## src/hw/rtl/ddo_pkg.sv

```systemverilog
// ----------------------------------------------------------------------------
// ddo_pkg
// Shared types, constants and tables for the differential drive odometry core.
// ----------------------------------------------------------------------------
package ddo_pkg;

	// encoder and fixed-point constants
	localparam int TICKS_PER_TURN = 400;
	localparam int TICK_SHIFT     = 13;
	localparam int HEAD_SHIFT     = 17;
	localparam int POS_FRAC       = 16;
	localparam logic [31:0] TWO_PI_Q29     = 32'd3373259426;
	localparam logic [31:0] INV_TWO_PI_Q32 = 32'd683565276;

	// CORDIC
	localparam int CORDIC_STEPS = 28;
	localparam int TRIG_W       = 33;
	localparam int ANG_W        = 32;
	localparam logic signed [TRIG_W-1:0] CORDIC_GAIN_Q30 = 33'sd652032874;

	// serial multiplier: 52 x 32 -> 84
	localparam int MCAND_W = 52;
	localparam int MPLR_W  = 32;
	localparam int PROD_W  = MCAND_W + MPLR_W;

	// serial divider: 71-bit dividend, 21-bit divisor
	localparam int DIV_W  = PROD_W - TICK_SHIFT;
	localparam int DVSR_W = 21;

	// distances and accumulators
	localparam int DIST_W = 47;
	localparam int ACC_W  = 48;
	localparam logic signed [ACC_W-1:0] ACC_MAX = {1'b0, {(ACC_W-1){1'b1}}};
	localparam logic signed [ACC_W-1:0] ACC_MIN = {1'b1, {(ACC_W-1){1'b0}}};

	// configuration registers
	localparam int RADIUS_W  = 20;
	localparam int TRACK_W   = 21;
	localparam int CFG_W     = 21;
	localparam int CFG_IDX_W = 1;
	localparam logic [CFG_IDX_W-1:0] REG_WHEEL_RADIUS = 1'b0;
	localparam logic [CFG_IDX_W-1:0] REG_TRACK        = 1'b1;
	localparam logic [RADIUS_W-1:0]  RADIUS_RESET     = 20'd35000;
	localparam logic [TRACK_W-1:0]   TRACK_RESET      = 21'd150000;

	// operation codes
	localparam logic OP_UPDATE = 1'b0;
	localparam logic OP_SET    = 1'b1;

	typedef enum logic [3:0] {
		ST_IDLE,
		ST_MUL_RAD,
		ST_MUL_K,
		ST_DIV_WHEEL,
		ST_PREP,
		ST_MUL_TRIG,
		ST_ACC,
		ST_MUL_HEAD,
		ST_DIV_HEAD,
		ST_OUT
	} state_t;

	typedef struct packed {
		logic               operation;
		logic signed [31:0] right_count;
		logic signed [31:0] left_count;
		logic signed [31:0] new_x_um;
		logic signed [31:0] new_y_um;
		logic        [31:0] new_heading;
	} in_t;

	typedef struct packed {
		logic signed [31:0] pos_x_um;
		logic signed [31:0] pos_y_um;
		logic        [31:0] heading;
	} out_t;

	// arctangent of 2^-i, binary angle with 2^32 units per turn
	function automatic logic [ANG_W-1:0] atan_entry(input logic [4:0] idx);
		logic [ANG_W-1:0] v;
		case (idx)
			5'd0:  v = 32'd536870912;
			5'd1:  v = 32'd316933406;
			5'd2:  v = 32'd167458907;
			5'd3:  v = 32'd85004756;
			5'd4:  v = 32'd42667331;
			5'd5:  v = 32'd21354465;
			5'd6:  v = 32'd10679838;
			5'd7:  v = 32'd5340245;
			5'd8:  v = 32'd2670163;
			5'd9:  v = 32'd1335087;
			5'd10: v = 32'd667544;
			5'd11: v = 32'd333772;
			5'd12: v = 32'd166886;
			5'd13: v = 32'd83443;
			5'd14: v = 32'd41722;
			5'd15: v = 32'd20861;
			5'd16: v = 32'd10430;
			5'd17: v = 32'd5215;
			5'd18: v = 32'd2608;
			5'd19: v = 32'd1304;
			5'd20: v = 32'd652;
			5'd21: v = 32'd326;
			5'd22: v = 32'd163;
			5'd23: v = 32'd81;
			5'd24: v = 32'd41;
			5'd25: v = 32'd20;
			5'd26: v = 32'd10;
			5'd27: v = 32'd5;
			default: v = '0;
		endcase
		return v;
	endfunction

endpackage

```

## src/hw/rtl/differential_drive_odometry_top.sv

```systemverilog
// ----------------------------------------------------------------------------
// differential_drive_odometry_top
// Dead-reckoning pose tracker for a two-wheel robot. Each input transaction
// either updates the pose from absolute right/left encoder counts or loads a
// new x, y and heading, and yields one output transaction with the pose.
// Position is kept in micrometres with 16 fraction bits and saturates;
// heading is a wrapping 32-bit binary angle. A set-position input goes
// straight to the output state. An encoder update runs the bit-serial units
// in sequence: two multiplier passes for the wheel distances, a divider pass
// by the tick count, operand prep, a pass for the cos/sin scaling, an
// accumulate step, a multiplier pass and a divider pass for the heading step,
// and an output load. The CORDIC runs beside the first passes. The next
// input is taken once the result has been loaded into the output register.
// One transaction is worked on at a time; a finished result waits in the
// output register while the next transaction is taken. If that result is
// still waiting when the next one is done, the core holds until the output
// transaction is accepted.
// ----------------------------------------------------------------------------
module differential_drive_odometry_top (
	input  logic                             clk,
	input  logic                             arst_n,
	input  logic                             in_valid,
	output logic                             in_ready,
	input  ddo_pkg::in_t                     in_data,
	output logic                             out_valid,
	input  logic                             out_ready,
	output ddo_pkg::out_t                    out_data,
	input  logic                             cfg_we,
	input  logic [ddo_pkg::CFG_IDX_W-1:0]    cfg_index,
	input  logic [ddo_pkg::CFG_W-1:0]        cfg_data
);

	localparam int AW = ddo_pkg::ACC_W;

	// configuration and pose state
	logic [ddo_pkg::RADIUS_W-1:0]  radius_q;
	logic [ddo_pkg::TRACK_W-1:0]   track_q;
	logic signed [AW-1:0]          x_acc_q;
	logic signed [AW-1:0]          y_acc_q;
	logic [31:0]                   head_q;
	logic [31:0]                   prev_r_q;
	logic [31:0]                   prev_l_q;
	ddo_pkg::state_t               state_q;
	ddo_pkg::state_t               state_d;
	logic                          out_valid_q;
	ddo_pkg::out_t                 out_data_q;

	// per-transaction working registers
	logic                          neg_r_q;
	logic                          neg_l_q;
	logic signed [AW-1:0]          dr_q;
	logic signed [AW-1:0]          dl_q;
	logic                          neg_x_q;
	logic                          neg_y_q;
	logic [AW-1:0]                 diff_mag_q;
	logic                          diff_neg_q;

	logic                          in_fire;
	logic                          out_load;
	logic [31:0]                   delta_r;
	logic [31:0]                   delta_l;
	logic [31:0]                   mag_r;
	logic [31:0]                   mag_l;

	logic                          mul_start;
	logic [ddo_pkg::MCAND_W-1:0]   mcand_a;
	logic [ddo_pkg::MCAND_W-1:0]   mcand_b;
	logic [ddo_pkg::MPLR_W-1:0]    mplr_a;
	logic [ddo_pkg::MPLR_W-1:0]    mplr_b;
	logic [ddo_pkg::PROD_W-1:0]    prod_a;
	logic [ddo_pkg::PROD_W-1:0]    prod_b;
	logic                          mul_done_a;
	logic                          mul_done_b;

	logic                          div_start_a;
	logic                          div_start_b;
	logic [ddo_pkg::DIV_W-1:0]     dividend_a;
	logic [ddo_pkg::DVSR_W-1:0]    divisor_a;
	logic [ddo_pkg::DIV_W-1:0]     quot_a;
	logic [ddo_pkg::DIV_W-1:0]     quot_b;
	logic                          div_done_a;
	logic                          div_done_b;

	logic                          cordic_start;
	logic                          cordic_busy;
	logic signed [ddo_pkg::TRIG_W-1:0] cos_v;
	logic signed [ddo_pkg::TRIG_W-1:0] sin_v;
	logic [ddo_pkg::TRIG_W-1:0]    cos_neg;
	logic [ddo_pkg::TRIG_W-1:0]    sin_neg;
	logic [31:0]                   cos_abs;
	logic [31:0]                   sin_abs;

	logic signed [AW:0]            wsum;
	logic signed [AW:0]            dc_full;
	logic signed [AW:0]            wdiff;
	logic [AW:0]                   wdiff_neg;
	logic [AW-1:0]                 dc_neg_v;
	logic [ddo_pkg::DIST_W-1:0]    dm;
	logic [ddo_pkg::TRACK_W-1:0]   track_eff;

	logic [AW:0]                   step_mag_x;
	logic [AW:0]                   step_mag_y;
	logic [31:0]                   hstep_mag;

	// saturate a wheel quotient and apply the sign
	function automatic logic signed [AW-1:0] wheel_dist(
		input logic [ddo_pkg::DIV_W-1:0] q,
		input logic                      neg
	);
		logic [ddo_pkg::DIST_W-1:0] mag;
		logic [AW-1:0]              pos;
		mag = (|q[ddo_pkg::DIV_W-1:ddo_pkg::DIST_W]) ? {ddo_pkg::DIST_W{1'b1}}
			: q[ddo_pkg::DIST_W-1:0];
		pos = {1'b0, mag};
		return neg ? signed'(-pos) : signed'(pos);
	endfunction

	// add a signed position step to an accumulator with saturation
	function automatic logic signed [AW-1:0] acc_add(
		input logic signed [AW-1:0] acc,
		input logic [AW:0]          smag,
		input logic                 neg
	);
		logic signed [AW+1:0] stp;
		logic signed [AW+2:0] s;
		stp = neg ? -signed'({1'b0, smag}) : signed'({1'b0, smag});
		s = {{3{acc[AW-1]}}, acc} + {stp[AW+1], stp};
		if (s[AW+2:AW-1] == {4{s[AW+2]}}) begin
			return s[AW-1:0];
		end
		return s[AW+2] ? ddo_pkg::ACC_MIN : ddo_pkg::ACC_MAX;
	endfunction

	assign in_ready = (state_q == ddo_pkg::ST_IDLE);
	assign in_fire  = in_valid && in_ready;
	assign out_load = (state_q == ddo_pkg::ST_OUT) && (!out_valid_q || out_ready);

	// encoder deltas wrap modulo 2^32
	assign delta_r = in_data.right_count - prev_r_q;
	assign delta_l = in_data.left_count - prev_l_q;
	assign mag_r   = delta_r[31] ? (32'd0 - delta_r) : delta_r;
	assign mag_l   = delta_l[31] ? (32'd0 - delta_l) : delta_l;

	// trig magnitudes
	assign cos_neg = -cos_v;
	assign sin_neg = -sin_v;
	assign cos_abs = cos_v[ddo_pkg::TRIG_W-1] ? cos_neg[31:0] : cos_v[31:0];
	assign sin_abs = sin_v[ddo_pkg::TRIG_W-1] ? sin_neg[31:0] : sin_v[31:0];

	// mean distance truncated toward zero, and wheel difference
	assign wsum      = {dr_q[AW-1], dr_q} + {dl_q[AW-1], dl_q};
	assign dc_full   = (wsum + signed'({{AW{1'b0}}, wsum[AW]})) >>> 1;
	assign dc_neg_v  = -dc_full[AW-1:0];
	assign dm        = dc_full[AW-1] ? dc_neg_v[ddo_pkg::DIST_W-1:0]
		: dc_full[ddo_pkg::DIST_W-1:0];
	assign wdiff     = {dr_q[AW-1], dr_q} - {dl_q[AW-1], dl_q};
	assign wdiff_neg = -wdiff;

	assign track_eff = (track_q == '0) ? ddo_pkg::TRACK_W'(1) : track_q;

	// scaled products
	assign step_mag_x = prod_a[AW+30:30];
	assign step_mag_y = prod_b[AW+30:30];
	assign hstep_mag  = quot_a[31:0];

	// multiplier operand select
	always_comb begin
		mul_start = 1'b0;
		mcand_a   = '0;
		mcand_b   = '0;
		mplr_a    = '0;
		mplr_b    = '0;
		case (state_q)
			ddo_pkg::ST_IDLE: begin
				if (in_fire && (in_data.operation == ddo_pkg::OP_UPDATE)) begin
					mul_start = 1'b1;
					mcand_a   = ddo_pkg::MCAND_W'(mag_r);
					mcand_b   = ddo_pkg::MCAND_W'(mag_l);
					mplr_a    = ddo_pkg::MPLR_W'(radius_q);
					mplr_b    = ddo_pkg::MPLR_W'(radius_q);
				end
			end
			ddo_pkg::ST_MUL_RAD: begin
				if (mul_done_a) begin
					mul_start = 1'b1;
					mcand_a   = prod_a[ddo_pkg::MCAND_W-1:0];
					mcand_b   = prod_b[ddo_pkg::MCAND_W-1:0];
					mplr_a    = ddo_pkg::TWO_PI_Q29;
					mplr_b    = ddo_pkg::TWO_PI_Q29;
				end
			end
			ddo_pkg::ST_PREP: begin
				mul_start = 1'b1;
				mcand_a   = ddo_pkg::MCAND_W'(dm);
				mcand_b   = ddo_pkg::MCAND_W'(dm);
				mplr_a    = cos_abs;
				mplr_b    = sin_abs;
			end
			ddo_pkg::ST_ACC: begin
				mul_start = 1'b1;
				mcand_a   = ddo_pkg::MCAND_W'(diff_mag_q);
				mcand_b   = ddo_pkg::MCAND_W'(diff_mag_q);
				mplr_a    = ddo_pkg::INV_TWO_PI_Q32;
				mplr_b    = ddo_pkg::INV_TWO_PI_Q32;
			end
			default: begin
				mul_start = 1'b0;
			end
		endcase
	end

	// divider operand select
	always_comb begin
		div_start_a = 1'b0;
		div_start_b = 1'b0;
		dividend_a  = prod_a[ddo_pkg::PROD_W-1:ddo_pkg::TICK_SHIFT];
		divisor_a   = ddo_pkg::DVSR_W'(ddo_pkg::TICKS_PER_TURN);
		case (state_q)
			ddo_pkg::ST_MUL_K: begin
				div_start_a = mul_done_a;
				div_start_b = mul_done_a;
			end
			ddo_pkg::ST_MUL_HEAD: begin
				div_start_a = mul_done_a;
				dividend_a  = ddo_pkg::DIV_W'(prod_a[ddo_pkg::PROD_W-1:ddo_pkg::HEAD_SHIFT]);
				divisor_a   = track_eff;
			end
			default: begin
				div_start_a = 1'b0;
			end
		endcase
	end

	assign cordic_start = in_fire && (in_data.operation == ddo_pkg::OP_UPDATE);

	// sequencer next state
	always_comb begin
		state_d = state_q;
		case (state_q)
			ddo_pkg::ST_IDLE: begin
				if (in_fire) begin
					state_d = (in_data.operation == ddo_pkg::OP_SET)
						? ddo_pkg::ST_OUT : ddo_pkg::ST_MUL_RAD;
				end
			end
			ddo_pkg::ST_MUL_RAD: begin
				if (mul_done_a) state_d = ddo_pkg::ST_MUL_K;
			end
			ddo_pkg::ST_MUL_K: begin
				if (mul_done_a) state_d = ddo_pkg::ST_DIV_WHEEL;
			end
			ddo_pkg::ST_DIV_WHEEL: begin
				if (div_done_a) state_d = ddo_pkg::ST_PREP;
			end
			ddo_pkg::ST_PREP: begin
				state_d = ddo_pkg::ST_MUL_TRIG;
			end
			ddo_pkg::ST_MUL_TRIG: begin
				if (mul_done_a) state_d = ddo_pkg::ST_ACC;
			end
			ddo_pkg::ST_ACC: begin
				state_d = ddo_pkg::ST_MUL_HEAD;
			end
			ddo_pkg::ST_MUL_HEAD: begin
				if (mul_done_a) state_d = ddo_pkg::ST_DIV_HEAD;
			end
			ddo_pkg::ST_DIV_HEAD: begin
				if (div_done_a) state_d = ddo_pkg::ST_OUT;
			end
			ddo_pkg::ST_OUT: begin
				if (out_load) state_d = ddo_pkg::ST_IDLE;
			end
			default: begin
				state_d = ddo_pkg::ST_IDLE;
			end
		endcase
	end

	// state register
	always_ff @(posedge clk or negedge arst_n) begin
		if (!arst_n) begin
			state_q <= ddo_pkg::ST_IDLE;
		end else begin
			state_q <= state_d;
		end
	end

	// configuration, pose and output handshake
	always_ff @(posedge clk or negedge arst_n) begin
		if (!arst_n) begin
			radius_q    <= ddo_pkg::RADIUS_RESET;
			track_q     <= ddo_pkg::TRACK_RESET;
			x_acc_q     <= '0;
			y_acc_q     <= '0;
			head_q      <= '0;
			prev_r_q    <= '0;
			prev_l_q    <= '0;
			out_valid_q <= 1'b0;
		end else begin
			if (cfg_we) begin
				case (cfg_index)
					ddo_pkg::REG_WHEEL_RADIUS: radius_q <= cfg_data[ddo_pkg::RADIUS_W-1:0];
					ddo_pkg::REG_TRACK:        track_q  <= cfg_data[ddo_pkg::TRACK_W-1:0];
					default:                   track_q  <= track_q;
				endcase
			end
			// set position or capture new encoder references
			if (in_fire) begin
				if (in_data.operation == ddo_pkg::OP_SET) begin
					x_acc_q <= {in_data.new_x_um, {ddo_pkg::POS_FRAC{1'b0}}};
					y_acc_q <= {in_data.new_y_um, {ddo_pkg::POS_FRAC{1'b0}}};
					head_q  <= in_data.new_heading;
				end else begin
					prev_r_q <= in_data.right_count;
					prev_l_q <= in_data.left_count;
				end
			end
			// position step
			if (state_q == ddo_pkg::ST_ACC) begin
				x_acc_q <= acc_add(x_acc_q, step_mag_x, neg_x_q);
				y_acc_q <= acc_add(y_acc_q, step_mag_y, neg_y_q);
			end
			// heading step wraps
			if ((state_q == ddo_pkg::ST_DIV_HEAD) && div_done_a) begin
				head_q <= head_q + (diff_neg_q ? (32'd0 - hstep_mag) : hstep_mag);
			end
			if (out_load) begin
				out_valid_q <= 1'b1;
			end else if (out_ready) begin
				out_valid_q <= 1'b0;
			end
		end
	end

	// working registers and output payload
	always_ff @(posedge clk) begin
		if (in_fire) begin
			neg_r_q <= delta_r[31];
			neg_l_q <= delta_l[31];
		end
		if ((state_q == ddo_pkg::ST_DIV_WHEEL) && div_done_a) begin
			dr_q <= wheel_dist(quot_a, neg_r_q);
			dl_q <= wheel_dist(quot_b, neg_l_q);
		end
		if (state_q == ddo_pkg::ST_PREP) begin
			neg_x_q    <= dc_full[AW-1] ^ cos_v[ddo_pkg::TRIG_W-1];
			neg_y_q    <= dc_full[AW-1] ^ sin_v[ddo_pkg::TRIG_W-1];
			diff_neg_q <= wdiff[AW];
			diff_mag_q <= wdiff[AW] ? wdiff_neg[AW-1:0] : wdiff[AW-1:0];
		end
		if (out_load) begin
			out_data_q.pos_x_um <= x_acc_q[AW-1:ddo_pkg::POS_FRAC];
			out_data_q.pos_y_um <= y_acc_q[AW-1:ddo_pkg::POS_FRAC];
			out_data_q.heading  <= head_q;
		end
	end

	assign out_valid = out_valid_q;
	assign out_data  = out_data_q;

	// right wheel / x lane multiplier
	ddo_serial_mul u_mul_a (
		.clk    (clk),
		.arst_n (arst_n),
		.start  (mul_start),
		.mcand  (mcand_a),
		.mplr   (mplr_a),
		.prod   (prod_a),
		.done   (mul_done_a)
	);

	// left wheel / y lane multiplier
	ddo_serial_mul u_mul_b (
		.clk    (clk),
		.arst_n (arst_n),
		.start  (mul_start),
		.mcand  (mcand_b),
		.mplr   (mplr_b),
		.prod   (prod_b),
		.done   (mul_done_b)
	);

	// right wheel and heading divider
	ddo_serial_div u_div_a (
		.clk      (clk),
		.arst_n   (arst_n),
		.start    (div_start_a),
		.dividend (dividend_a),
		.divisor  (divisor_a),
		.quot     (quot_a),
		.done     (div_done_a)
	);

	// left wheel divider
	ddo_serial_div u_div_b (
		.clk      (clk),
		.arst_n   (arst_n),
		.start    (div_start_b),
		.dividend (prod_b[ddo_pkg::PROD_W-1:ddo_pkg::TICK_SHIFT]),
		.divisor  (ddo_pkg::DVSR_W'(ddo_pkg::TICKS_PER_TURN)),
		.quot     (quot_b),
		.done     (div_done_b)
	);

	// cos/sin of the heading before this update
	ddo_cordic u_cordic (
		.clk     (clk),
		.arst_n  (arst_n),
		.start   (cordic_start),
		.angle   (head_q),
		.cos_out (cos_v),
		.sin_out (sin_v),
		.busy    (cordic_busy)
	);

`ifndef NO_ASSERTIONS
	// both lanes start together, so they finish together
	a_mul_lanes_aligned: assert property (@(posedge clk) disable iff (!arst_n)
		mul_done_a == mul_done_b)
		else $error("multiplier lanes out of step");

	a_div_lanes_aligned: assert property (@(posedge clk) disable iff (!arst_n)
		(state_q == ddo_pkg::ST_DIV_WHEEL) |-> (div_done_a == div_done_b))
		else $error("wheel dividers out of step");

	// trig results must be settled before the scaling pass reads them
	a_cordic_ready: assert property (@(posedge clk) disable iff (!arst_n)
		(state_q == ddo_pkg::ST_PREP) |-> !cordic_busy)
		else $error("CORDIC still busy at scaling");

	a_set_to_out: assert property (@(posedge clk) disable iff (!arst_n)
		(in_fire && (in_data.operation == ddo_pkg::OP_SET)) |=> (state_q == ddo_pkg::ST_OUT))
		else $error("set position did not go to output");

	a_div_in_div_state: assert property (@(posedge clk) disable iff (!arst_n)
		div_done_a |-> ((state_q == ddo_pkg::ST_DIV_WHEEL) || (state_q == ddo_pkg::ST_DIV_HEAD)))
		else $error("divider finished outside a divide step");
`endif

endmodule

```

## src/hw/rtl/ddo_serial_mul.sv

```systemverilog
// ----------------------------------------------------------------------------
// ddo_serial_mul
// Shift-add multiplier, one multiplier bit per cycle, 52 x 32 unsigned.
// ----------------------------------------------------------------------------
module ddo_serial_mul (
	input  logic                          clk,
	input  logic                          arst_n,
	input  logic                          start,
	input  logic [ddo_pkg::MCAND_W-1:0]   mcand,
	input  logic [ddo_pkg::MPLR_W-1:0]    mplr,
	output logic [ddo_pkg::PROD_W-1:0]    prod,
	output logic                          done
);

	localparam logic [4:0] LAST = 5'(ddo_pkg::MPLR_W - 1);

	logic                         busy_q;
	logic [4:0]                   cnt_q;
	logic                         done_q;
	logic [ddo_pkg::MCAND_W-1:0]  mcand_q;
	logic [ddo_pkg::PROD_W-1:0]   prod_q;
	logic [ddo_pkg::MCAND_W:0]    sum;

	// add multiplicand into the upper half when the current bit is set
	assign sum = {1'b0, prod_q[ddo_pkg::PROD_W-1:ddo_pkg::MPLR_W]}
		+ {1'b0, (prod_q[0] ? mcand_q : {ddo_pkg::MCAND_W{1'b0}})};

	// control
	always_ff @(posedge clk or negedge arst_n) begin
		if (!arst_n) begin
			busy_q <= 1'b0;
			cnt_q  <= '0;
			done_q <= 1'b0;
		end else begin
			done_q <= busy_q && (cnt_q == LAST);
			if (start) begin
				busy_q <= 1'b1;
				cnt_q  <= '0;
			end else if (busy_q) begin
				cnt_q <= cnt_q + 5'd1;
				if (cnt_q == LAST) begin
					busy_q <= 1'b0;
				end
			end
		end
	end

	// product register, multiplier shifts out at the bottom
	always_ff @(posedge clk) begin
		if (start) begin
			mcand_q <= mcand;
			prod_q  <= {{ddo_pkg::MCAND_W{1'b0}}, mplr};
		end else if (busy_q) begin
			prod_q <= {sum, prod_q[ddo_pkg::MPLR_W-1:1]};
		end
	end

	assign prod = prod_q;
	assign done = done_q;

endmodule

```

## src/hw/rtl/ddo_serial_div.sv

```systemverilog
// ----------------------------------------------------------------------------
// ddo_serial_div
// Restoring divider, one quotient bit per cycle, 71-bit dividend.
// ----------------------------------------------------------------------------
module ddo_serial_div (
	input  logic                         clk,
	input  logic                         arst_n,
	input  logic                         start,
	input  logic [ddo_pkg::DIV_W-1:0]    dividend,
	input  logic [ddo_pkg::DVSR_W-1:0]   divisor,
	output logic [ddo_pkg::DIV_W-1:0]    quot,
	output logic                         done
);

	localparam logic [6:0] LAST = 7'(ddo_pkg::DIV_W - 1);

	logic                         busy_q;
	logic [6:0]                   cnt_q;
	logic                         done_q;
	logic [ddo_pkg::DVSR_W-1:0]   dvsr_q;
	logic [ddo_pkg::DVSR_W-1:0]   rem_q;
	logic [ddo_pkg::DIV_W-1:0]    quo_q;
	logic [ddo_pkg::DVSR_W:0]     trial;
	logic [ddo_pkg::DVSR_W:0]     diff;
	logic                         ge;

	// shift next dividend bit into remainder and try the subtract
	assign trial = {rem_q, quo_q[ddo_pkg::DIV_W-1]};
	assign diff  = trial - {1'b0, dvsr_q};
	assign ge    = trial >= {1'b0, dvsr_q};

	// control
	always_ff @(posedge clk or negedge arst_n) begin
		if (!arst_n) begin
			busy_q <= 1'b0;
			cnt_q  <= '0;
			done_q <= 1'b0;
		end else begin
			done_q <= busy_q && (cnt_q == LAST);
			if (start) begin
				busy_q <= 1'b1;
				cnt_q  <= '0;
			end else if (busy_q) begin
				cnt_q <= cnt_q + 7'd1;
				if (cnt_q == LAST) begin
					busy_q <= 1'b0;
				end
			end
		end
	end

	// dividend shifts out the top while quotient bits enter the bottom
	always_ff @(posedge clk) begin
		if (start) begin
			dvsr_q <= divisor;
			rem_q  <= '0;
			quo_q  <= dividend;
		end else if (busy_q) begin
			rem_q <= ge ? diff[ddo_pkg::DVSR_W-1:0] : trial[ddo_pkg::DVSR_W-1:0];
			quo_q <= {quo_q[ddo_pkg::DIV_W-2:0], ge};
		end
	end

	assign quot = quo_q;
	assign done = done_q;

endmodule

```

## src/hw/rtl/ddo_cordic.sv

```systemverilog
// ----------------------------------------------------------------------------
// ddo_cordic
// Iterative rotation-mode CORDIC, one step per cycle, gives cos and sin in Q30.
// ----------------------------------------------------------------------------
module ddo_cordic (
	input  logic                                clk,
	input  logic                                arst_n,
	input  logic                                start,
	input  logic [ddo_pkg::ANG_W-1:0]           angle,
	output logic signed [ddo_pkg::TRIG_W-1:0]   cos_out,
	output logic signed [ddo_pkg::TRIG_W-1:0]   sin_out,
	output logic                                busy
);

	localparam logic [4:0] LAST = 5'(ddo_pkg::CORDIC_STEPS - 1);

	logic                                busy_q;
	logic [4:0]                          i_q;
	logic [1:0]                          quad_q;
	logic signed [ddo_pkg::TRIG_W-1:0]   x_q;
	logic signed [ddo_pkg::TRIG_W-1:0]   y_q;
	logic signed [ddo_pkg::ANG_W-1:0]    z_q;
	logic signed [ddo_pkg::TRIG_W-1:0]   xs;
	logic signed [ddo_pkg::TRIG_W-1:0]   ys;
	logic signed [ddo_pkg::ANG_W-1:0]    at;

	assign xs = x_q >>> i_q;
	assign ys = y_q >>> i_q;
	assign at = signed'(ddo_pkg::atan_entry(i_q));

	// control
	always_ff @(posedge clk or negedge arst_n) begin
		if (!arst_n) begin
			busy_q <= 1'b0;
			i_q    <= '0;
		end else if (start) begin
			busy_q <= 1'b1;
			i_q    <= '0;
		end else if (busy_q) begin
			i_q <= i_q + 5'd1;
			if (i_q == LAST) begin
				busy_q <= 1'b0;
			end
		end
	end

	// micro-rotation toward zero residual angle
	always_ff @(posedge clk) begin
		if (start) begin
			x_q    <= ddo_pkg::CORDIC_GAIN_Q30;
			y_q    <= '0;
			z_q    <= signed'({2'b00, angle[ddo_pkg::ANG_W-3:0]});
			quad_q <= angle[ddo_pkg::ANG_W-1:ddo_pkg::ANG_W-2];
		end else if (busy_q) begin
			if (!z_q[ddo_pkg::ANG_W-1]) begin
				x_q <= x_q - ys;
				y_q <= y_q + xs;
				z_q <= z_q - at;
			end else begin
				x_q <= x_q + ys;
				y_q <= y_q - xs;
				z_q <= z_q + at;
			end
		end
	end

	// quadrant fold
	always_comb begin
		case (quad_q)
			2'd0: begin
				cos_out = x_q;
				sin_out = y_q;
			end
			2'd1: begin
				cos_out = -y_q;
				sin_out = x_q;
			end
			2'd2: begin
				cos_out = -x_q;
				sin_out = -y_q;
			end
			default: begin
				cos_out = y_q;
				sin_out = -x_q;
			end
		endcase
	end

	assign busy = busy_q;

endmodule
```

## config.mk

```make
export PLATFORM = sky130hd
export DESIGN_NAME = differential_drive_odometry_top
export DESIGN_NICKNAME = d
export VERILOG_FILES = /design/src/hw/rtl/ddo_pkg.sv /design/src/hw/rtl/differential_drive_odometry_top.sv /design/src/hw/rtl/ddo_serial_mul.sv /design/src/hw/rtl/ddo_serial_div.sv /design/src/hw/rtl/ddo_cordic.sv
export SDC_FILE = /design/constraint.sdc
export NUM_CORES = 2
export LEC_CHECK = 0
export ABC_AREA = 1
export BUFFER_PORTS_ARGS = -buffer_cell sky130_fd_sc_hd__buf_2
export CORE_MARGIN = 4
export CORE_UTILIZATION = 30
export CTS_BUF_LIST = sky130_fd_sc_hd__clkbuf_8 sky130_fd_sc_hd__clkbuf_16
export CTS_CLUSTER_SIZE = 40
export DETAILED_ROUTE_END_ITERATION = 16
export GPL_ROUTABILITY_DRIVEN = 0
export GPL_TIMING_DRIVEN = 0
export MAX_ROUTING_LAYER = met4
export PLACE_DENSITY_LB_ADDON = 0.08
export SYNTH_ARGS = -nofsm -noshare
export SYNTH_HDL_FRONTEND = slang
export SYNTH_SLANG_ARGS = --single-unit
```

## constraint.sdc

```tcl
create_clock -name clk -period 10.8 [get_ports clk]
set_input_delay 1.62 -clock clk [delete_from_list [all_inputs] [get_ports clk]]
set_output_delay 1.62 -clock clk [all_outputs]
set_load 0.03 [all_outputs]
```

# Word-level counts from Yosys, hierarchy flattened
# Memory sizes are Yosys's and may differ from the RTL's.
# Index checks and enable logic that the tools add are counted.
[word_totals] reg_bits=1096 romBits=960 inputBits=188 output_inout_bits=98 elab_cells=261 memories=1
[memory_table] memory="(name not given)" depth=32 word_bits=30 rd=1 rd_clocked_by_memory_dff=0 wr=0 line="ddo_pkg.sv:81" text="case (idx)"
[classes] add_sub_neg=36 order_cmp=2 eq_ne=26 n_shift=2 muxes=105 n_bitwise=5 reduce_logical=33
[op_table] op="$mux W48" count=13
[op_table] op="$mux W32" count=16
[op_table] op="$pmux W52 S4" count=2
[op_table] op="$mux W71" count=5
[op_table] op="$pmux W32 S4" count=2
[op_table] op="$mux W47" count=5
[op_table] op="$mux W52" count=4
[op_table] op="$pmux W33 S3" count=2
[op_table] op="$add A52 B52 Y53" count=2
[op_table] op="$add A48 B50 Y51" count=2
[op_table] op="$mux W50" count=2
[op_table] op="$neg A49 Y50" count=2
[op_table] op="$neg A47 Y48" count=2
[op_table] op="$sub A1 B32 Y32 const A" count=3
[op_table] op="$sub A32 B32 Y32" count=3
[op_table] op="$add A33 B33 Y33" count=2
[op_table] op="$mux W33" count=2
[op_table] op="$neg A33 Y33" count=2
[op_table] op="$sshr A33 B5 Y33" count=2
[op_table] op="$sub A33 B33 Y33" count=2
[op_table] op="$add A32 B32 Y32" count=2
[op_table] op="$neg A32 Y32" count=2
[op_table] op="$mux W30" count=2
[op_table] op="$add A48 B48 Y49" count=1
[op_table] op="43 further kinds" count=127

# Logic depth before layout (Yosys ltp)
[depth] depth_word=8 ltp_mapped=40 ltp_nobuf=38

# By module
# Synthesis repeated with hierarchy kept, for this count alone.
[unflattened] cells_unflattened=16443 area_unflattened_um2=105297.2
[by_module_without_submodules] mod="differential_drive_odometry_top" n_inst=1 cells_each=8500 area_per_inst_um2=53516.3 seq_area_each_um2=13330.3
[by_module_without_submodules] mod="ddo_serial_mul" n_inst=2 cells_each=1548 area_per_inst_um2=10059.6 seq_area_each_um2=3738.6
[by_module_without_submodules] mod="ddo_cordic" n_inst=1 cells_each=3196 area_per_inst_um2=18311.3 seq_area_each_um2=2472.4
[by_module_without_submodules] mod="ddo_serial_div at u_div_b" n_inst=1 cells_each=836 area_per_inst_um2=6713.9 seq_area_each_um2=3408.3
[by_module_without_submodules] mod="ddo_serial_div at u_div_a" n_inst=1 cells_each=815 area_per_inst_um2=6636.4 seq_area_each_um2=3408.3

# Worst setup path after synthesis
# Ideal clock, no wire load.
[synth_timing] path_type="input port to flip-flop" start="input port out_ready" end="register out_data_q, in the netlist out_data[0] (enable)" setup_ns=0.551 arrival_ns=5.650 t_required_ns=10.249 slack_ns=4.599 path_stages=2 n_path_buf=0 path_cell_list="nor2_1 -> nor2_1"
[synth_via] elab_chain_len=2
[synth_rtl] item="start: declaration" line="differential_drive_odometry_top.sv:26" text="input logic out_ready,"
[synth_rtl] item="$logic_or A1 B1 Y1" line="differential_drive_odometry_top.sv:136" text="assign out_load = (state_q == ddo_pkg::ST_OUT) && (!out_valid_q || out_ready);"
[synth_rtl] item="$logic_and A1 B1 Y1" line="differential_drive_odometry_top.sv:136"
[synth_rtl] item="net out_load" line="differential_drive_odometry_top.sv:59" text="logic out_load;"
[synth_rtl] item="end: declaration" line="differential_drive_odometry_top.sv:46" text="ddo_pkg::out_t out_data_q;"
# The timed path passes the listed nets, and every way through them passes these cells.
# A chain may end at the register's enable or synchronous reset.

# Worst setup path in the final report
[layout_timing] start="register u_mul_a.prod_q, in the netlist u_mul_a.prod[30]" end="register x_acc_q[9]"
[layout_via] elab_chain_len=8 word_cells_on_any_way=10 cone_classes="add/sub: 2; eq/ne: 1; mux: 7"
[layout_rtl] item="start: declaration" line="ddo_serial_mul.sv:21" text="logic [ddo_pkg::PROD_W-1:0] prod_q;"
[layout_rtl] item="start signal: assignment" line="ddo_serial_mul.sv:52" text="prod_q <= {{ddo_pkg::MCAND_W{1'b0}}, mplr};"
[layout_rtl] item="start signal: assignment" line="ddo_serial_mul.sv:54" text="prod_q <= {sum, prod_q[ddo_pkg::MPLR_W-1:1]};"
[layout_rtl] item="$neg A49 Y50" line="differential_drive_odometry_top.sv:126" text="stp = neg ? -signed'({1'b0, smag}) : signed'({1'b0, smag});"
[layout_rtl] item="$mux W50 *" line="differential_drive_odometry_top.sv:126"
[layout_rtl] item="$add A48 B50 Y51 *" line="differential_drive_odometry_top.sv:127" text="s = {{3{acc[AW-1]}}, acc} + {stp[AW+1], stp};"
[layout_rtl] item="$eq A3 B3 Y1" line="differential_drive_odometry_top.sv:128" text="if (s[AW+2:AW-1] == {4{s[AW+2]}}) begin"
[layout_rtl] item="$mux W1" line="differential_drive_odometry_top.sv:128"
[layout_rtl] item="$mux W1" line="differential_drive_odometry_top.sv:319" text="if (state_q == ddo_pkg::ST_ACC) begin"
[layout_rtl] item="$mux W48 *" line="differential_drive_odometry_top.sv:131" text="return s[AW+2] ? ddo_pkg::ACC_MIN : ddo_pkg::ACC_MAX;"
[layout_rtl] item="$mux W48 *" line="differential_drive_odometry_top.sv:319"
[layout_rtl] item="end signal: assignment" line="differential_drive_odometry_top.sv:310" text="x_acc_q <= {in_data.new_x_um, {ddo_pkg::POS_FRAC{1'b0}}};"
[layout_rtl] item="end signal: assignment" line="differential_drive_odometry_top.sv:320" text="x_acc_q <= acc_add(x_acc_q, step_mag_x, neg_x_q);"
[layout_rtl] item="end: declaration" line="differential_drive_odometry_top.sv:38" text="logic signed [AW-1:0] x_acc_q;"
# Every way passes the cells marked *; elsewhere a longest branch is shown, timed or not. The select of a mux whose other input is x is not followed.

==> results.rst <==
.. list-table::
   :header-rows: 1

   * - Metric
     - Value
   * - Result of the run
     - finished, final reports clean
   * - Count of mapped cells out of synthesis
     - 14,500
   * - Final-report max-slew violation count
     - 0
   * - Vertical die dimension
     - 579 um
   * - Number of hold-repair buffers added at the cts stage
     - 0
   * - Skew final
     - 0.114 ns
   * - Detailed Routing Iterations Pass 1
     - 8
   * - Count of buffers from port buffering
     - 285
   * - Register area share after synthesis
     - 30.0%
   * - Sequential cell area in the final layout
     - 0.0294 mm^2
   * - Fin nets
     - 15,800
   * - Fin crit share
     - 74.9%
   * - CTS Sinks
     - 1,096
   * - Most used DFF post-synth
     - edfxtp_1
   * - Wire length of the first global-routing pass
     - 711,000 um
   * - Drt via density
     - 5.29
   * - Layout Area Growth over Synthesis
     - 13.0%
   * - Number of global-route vias before repair
     - 97,900
   * - Number of design-rule violations left by the first detailed-router iteration
     - 10,800
   * - Compound-Gate Fraction of Synth Area
     - 17.4%
   * - Slowest-stage cell, CP
     - nor4_1
   * - Drc violations
     - 0
   * - Worst path max stage delay
     - 0.78 ns
   * - Power Dens Cells
     - 357 mW/mm^2
   * - FF+latch count, synth
     - 1,096
   * - Min-Delay Path Class
     - register to register
   * - Smallest setup slack after layout
     - 2.71 ns
   * - Endpoint arrival time on the critical path
     - 8.79 ns
   * - Pin count of the biggest net entering global routing
     - 103
   * - Category of the worst setup path launch point
     - register
   * - Worst slack after detailed placement
     - 2.94 ns
   * - Fill cell instance count of the final layout
     - 36,300
   * - Post-CTS setup buffers
     - 0
   * - HPWL after detailed placement
     - 422,000 um
   * - Worst slew margin
     - 0.882%
   * - Mux contribution to synthesized area
     - 0.379%
   * - Mean routed wirelength per cell
     - 25.9 um
   * - Clk buf depth
     - 4
   * - Share of synthesized registers carrying an async set or reset
     - 25.0%
   * - Critical path data required time
     - 11.50 ns
   * - Die width
     - 579 um
   * - Slew at the pin with the worst max-slew slack
     - 1.49 ns
   * - Via count
     - 103,000
   * - Clock-pin transition on the worst setup and hold timing paths
     - 0.06 ns
   * - EDFF count, synth
     - 608
   * - Gate family responsible for the most delay along the worst path
     - simple AND/OR/NAND/NOR gates
   * - Post-cts sizing count
     - 0
   * - Leakage
     - 0.0507 uW
   * - Final critical delay including setup and external delays
     - 8.09 ns
   * - Floorplan Core Area
     - 0.325 mm^2
   * - Type of the worst setup path
     - register to register
   * - CTS tree
     - done
   * - Cell Rows
     - 209
   * - Max Cap Viol
     - 0
   * - Worst Path Max Fanout
     - 10
   * - Final-layout setup total negative slack
     - 0 ns
   * - Number of hold violations in the final report
     - 0
   * - Area fraction in and, or, nand and nor cells after synthesis
     - 28.5%
   * - Net Count, Synth
     - 15,300
   * - XOR/XNOR share of the synthesized area
     - 6.56%
   * - Multi-input gate area
     - 0.0588 mm^2
   * - Share of final-layout standard cells stronger than drive strength 1
     - 7.14%
   * - Post-Synth Adder-Cell Area
     - 7.20%
   * - Total buffers and inverters traversed by the critical path
     - 8
   * - Worst skew pair latency
     - 0.92 ns
   * - Final antenna-violating net count
     - 0
   * - Clk root buf
     - clkbuf_16
   * - Netlist Area Pre-Place
     - 0.0979 mm^2
   * - Total routing usage reported by global routing
     - 29.9%
   * - Crit. End Element
     - register
   * - Total of endpoints with negative setup slack in the final report
     - 0
   * - CTS H-tree lvls
     - 4
   * - Syn_area_per_cell
     - 6.73 um^2
   * - Warnings, synthesis
     - 0
   * - Largest family of logic cells by synthesized area
     - simple AND/OR/NAND/NOR gates
   * - Cell with the most instances on the worst path
     - inv_1
   * - Count of different cell masters after synthesis
     - 88
   * - Number of ports placed on the die boundary
     - 286
   * - Setup repair after global routing missed its margin
     - no
   * - Sum of overflow across all layers after global routing
     - 0
   * - Number of antenna violations at the first check in global routing
     - 30
   * - Starting density of the core
     - 30.2%
   * - CTS Buf Count
     - 152
   * - DIE AREA
     - 0.336 mm^2
   * - Maximum vdd drop
     - 0.000395 V
   * - Total Wirelength
     - 504,000 um
   * - Fmax
     - 124 MHz
-- synthesized netlist by cell type (all sizes together), types with 30 or more instances --
library cell  number  share of area [%]
clkbuf           315                1.2
o211ai           172                1.3
edfxtp           608                 19
o21a              62               0.48
nor2            1552                6.4
o21bai            44               0.34
ha               543                6.9
o22ai             56               0.36
buf              161               0.98
dfxtp            214                4.4
nand4            192                1.3
mux2i             36               0.37
or2               72               0.46
xor2             549                4.9
xnor2            183                1.6
a21o              39               0.30
a21oi           1005                5.2
nand2           3689                 14
dfrtp            260                6.6
nor4              87               0.58
a22oi             30               0.24
inv             2002                7.7
o21ai           1310                6.8
a21boi            37               0.29
a31oi            129               0.82
nand3            735                3.9
nor3             212                1.1
-- sequential cells by signal, indices dropped and copies added, names as in the netlist, 33 cells and up --
name	count
diff_mag_q	48
u_mul_a.mcand_q	52
u_mul_b.mcand_q	52
u_mul_a.prod	84
dl_q	48
out_data	96
u_cordic.y_q	33
u_div_b.quot	71
y_acc_q	48
u_mul_b.prod	84
u_div_a.quot	71
x_acc_q	48
u_cordic.x_q	33
dr_q	48
-- path summary, 6_finish.rpt --
| path | startpoint | to | slack (ns) | cells past startpoint |
|---|---|---|---|---|
| max reg2reg | u_mul_a.prod[30]$_DFFE_PP_ | x_acc_q[9]$_DFFE_PN0P_ | 2.71 | 31 |
| min in group asynchronous | arst_n | x_acc_q[2]$_DFFE_PN0P_ | 0.54 | 1 |
| max | u_mul_a.prod[30]$_DFFE_PP_ | x_acc_q[9]$_DFFE_PN0P_ | 2.71 | 31 |
| min | u_div_b.rem_q[20]$_SDFFE_PP0P_ | u_div_b.rem_q[20]$_SDFFE_PP0P_ | 0.47 | 2 |
| max in group asynchronous | arst_n | prev_r_q[2]$_DFFE_PN0P_ | 8.78 | 3 |
| min reg2reg | u_div_b.rem_q[20]$_SDFFE_PP0P_ | u_div_b.rem_q[20]$_SDFFE_PP0P_ | 0.47 | 2 |
-- kinds of logic (layout without fill, tap and decap cells) --
family,after synthesis,count (layout)
simple gates,6594,6594
compound gates,3032,3032
buf+inv,2497,3084
flops,1096,1096
xor+xnor,732,732
fa+ha+maj,556,556
mux,37,37
other cells,0,20
-- metrics by stage --
stage | total power [uW] | hold WS (ns) | utilization, % | area [um^2] | cells
2_1_floorplan | 24700 | 0.429 | - | 97900 | 14500
3_3_place_gp | 33600 | 0.457 | 32.3 | 105000 | 19200
3_5_place_dp | 33500 | 0.465 | 32.5 | 105000 | 19200
4_1_cts | 39100 | 0.478 | 34.1 | 111000 | 19500
5_1_grt | 42600 | 0.508 | 34.1 | 111000 | 19500
6_report | 39500 | 0.470 | 34.1 | 111000 | 19500
-- tightest hold or removal path: stages, from the launching register on --
cell and delay (ns):
dfxtp_1 0.33, nand2_1 0.05, o21ai_0 0.06
-- layout by cell type, fill, tap and decap left out, types with 129 or more instances in the layout --
cell type | netlist | layout
nand2_1 | 3614 | 3613
inv_1 | 1953 | 1972
nor2_1 | 1455 | 1449
o21ai_0 | 1198 | 1198
a21oi_1 | 991 | 990
nand3_1 | 708 | 708
edfxtp_1 | 608 | 608
xor2_1 | 547 | 547
ha_1 | 543 | 543
buf_2 | 73 | 360
clkbuf_1 | 314 | 305
dfrtp_1 | 260 | 260
dfxtp_1 | 214 | 214
nor3_1 | 201 | 201
nand4_1 | 188 | 188
xnor2_1 | 183 | 183
o211ai_1 | 169 | 169
clkbuf_16 | 0 | 157
a31oi_1 | 129 | 129
-- power breakdown --
part / leakage, uW / internal, uW / switching, uW
combinational: 0.0371 / 8300 / 17900
clock: 0.00260 / 3220 / 2250
sequential: 0.0110 / 6110 / 1650
-- layout make-up --
cell class                 instances  share of cell area (%)
antenna                           20                  0.0452
buffer                           476                    1.96
clock buffer                     166                    3.66
clock inverter                   112                    1.07
inverter                        2021                    6.86
multi-input combinational      11000                    53.2
sequential                      1096                    26.6
tap                             4325                    4.89
timing repair buffer             309                    1.78
-- routing by layer --
| metal | vias to the layer above | share of wire (%) | global-route usage (%) |
|---|---|---|---|
| met4 | 0 | 5.7 | 13.9 |
| met2 | 4001 | 43 | 44.6 |
| li1 | 49100 | - | - |
| met1 | 49000 | 45 | 40.1 |
| met3 | 783 | 7.1 | 3.83 |
| met5 | - | 0 | - |
(Power assumes the default switching activity.)
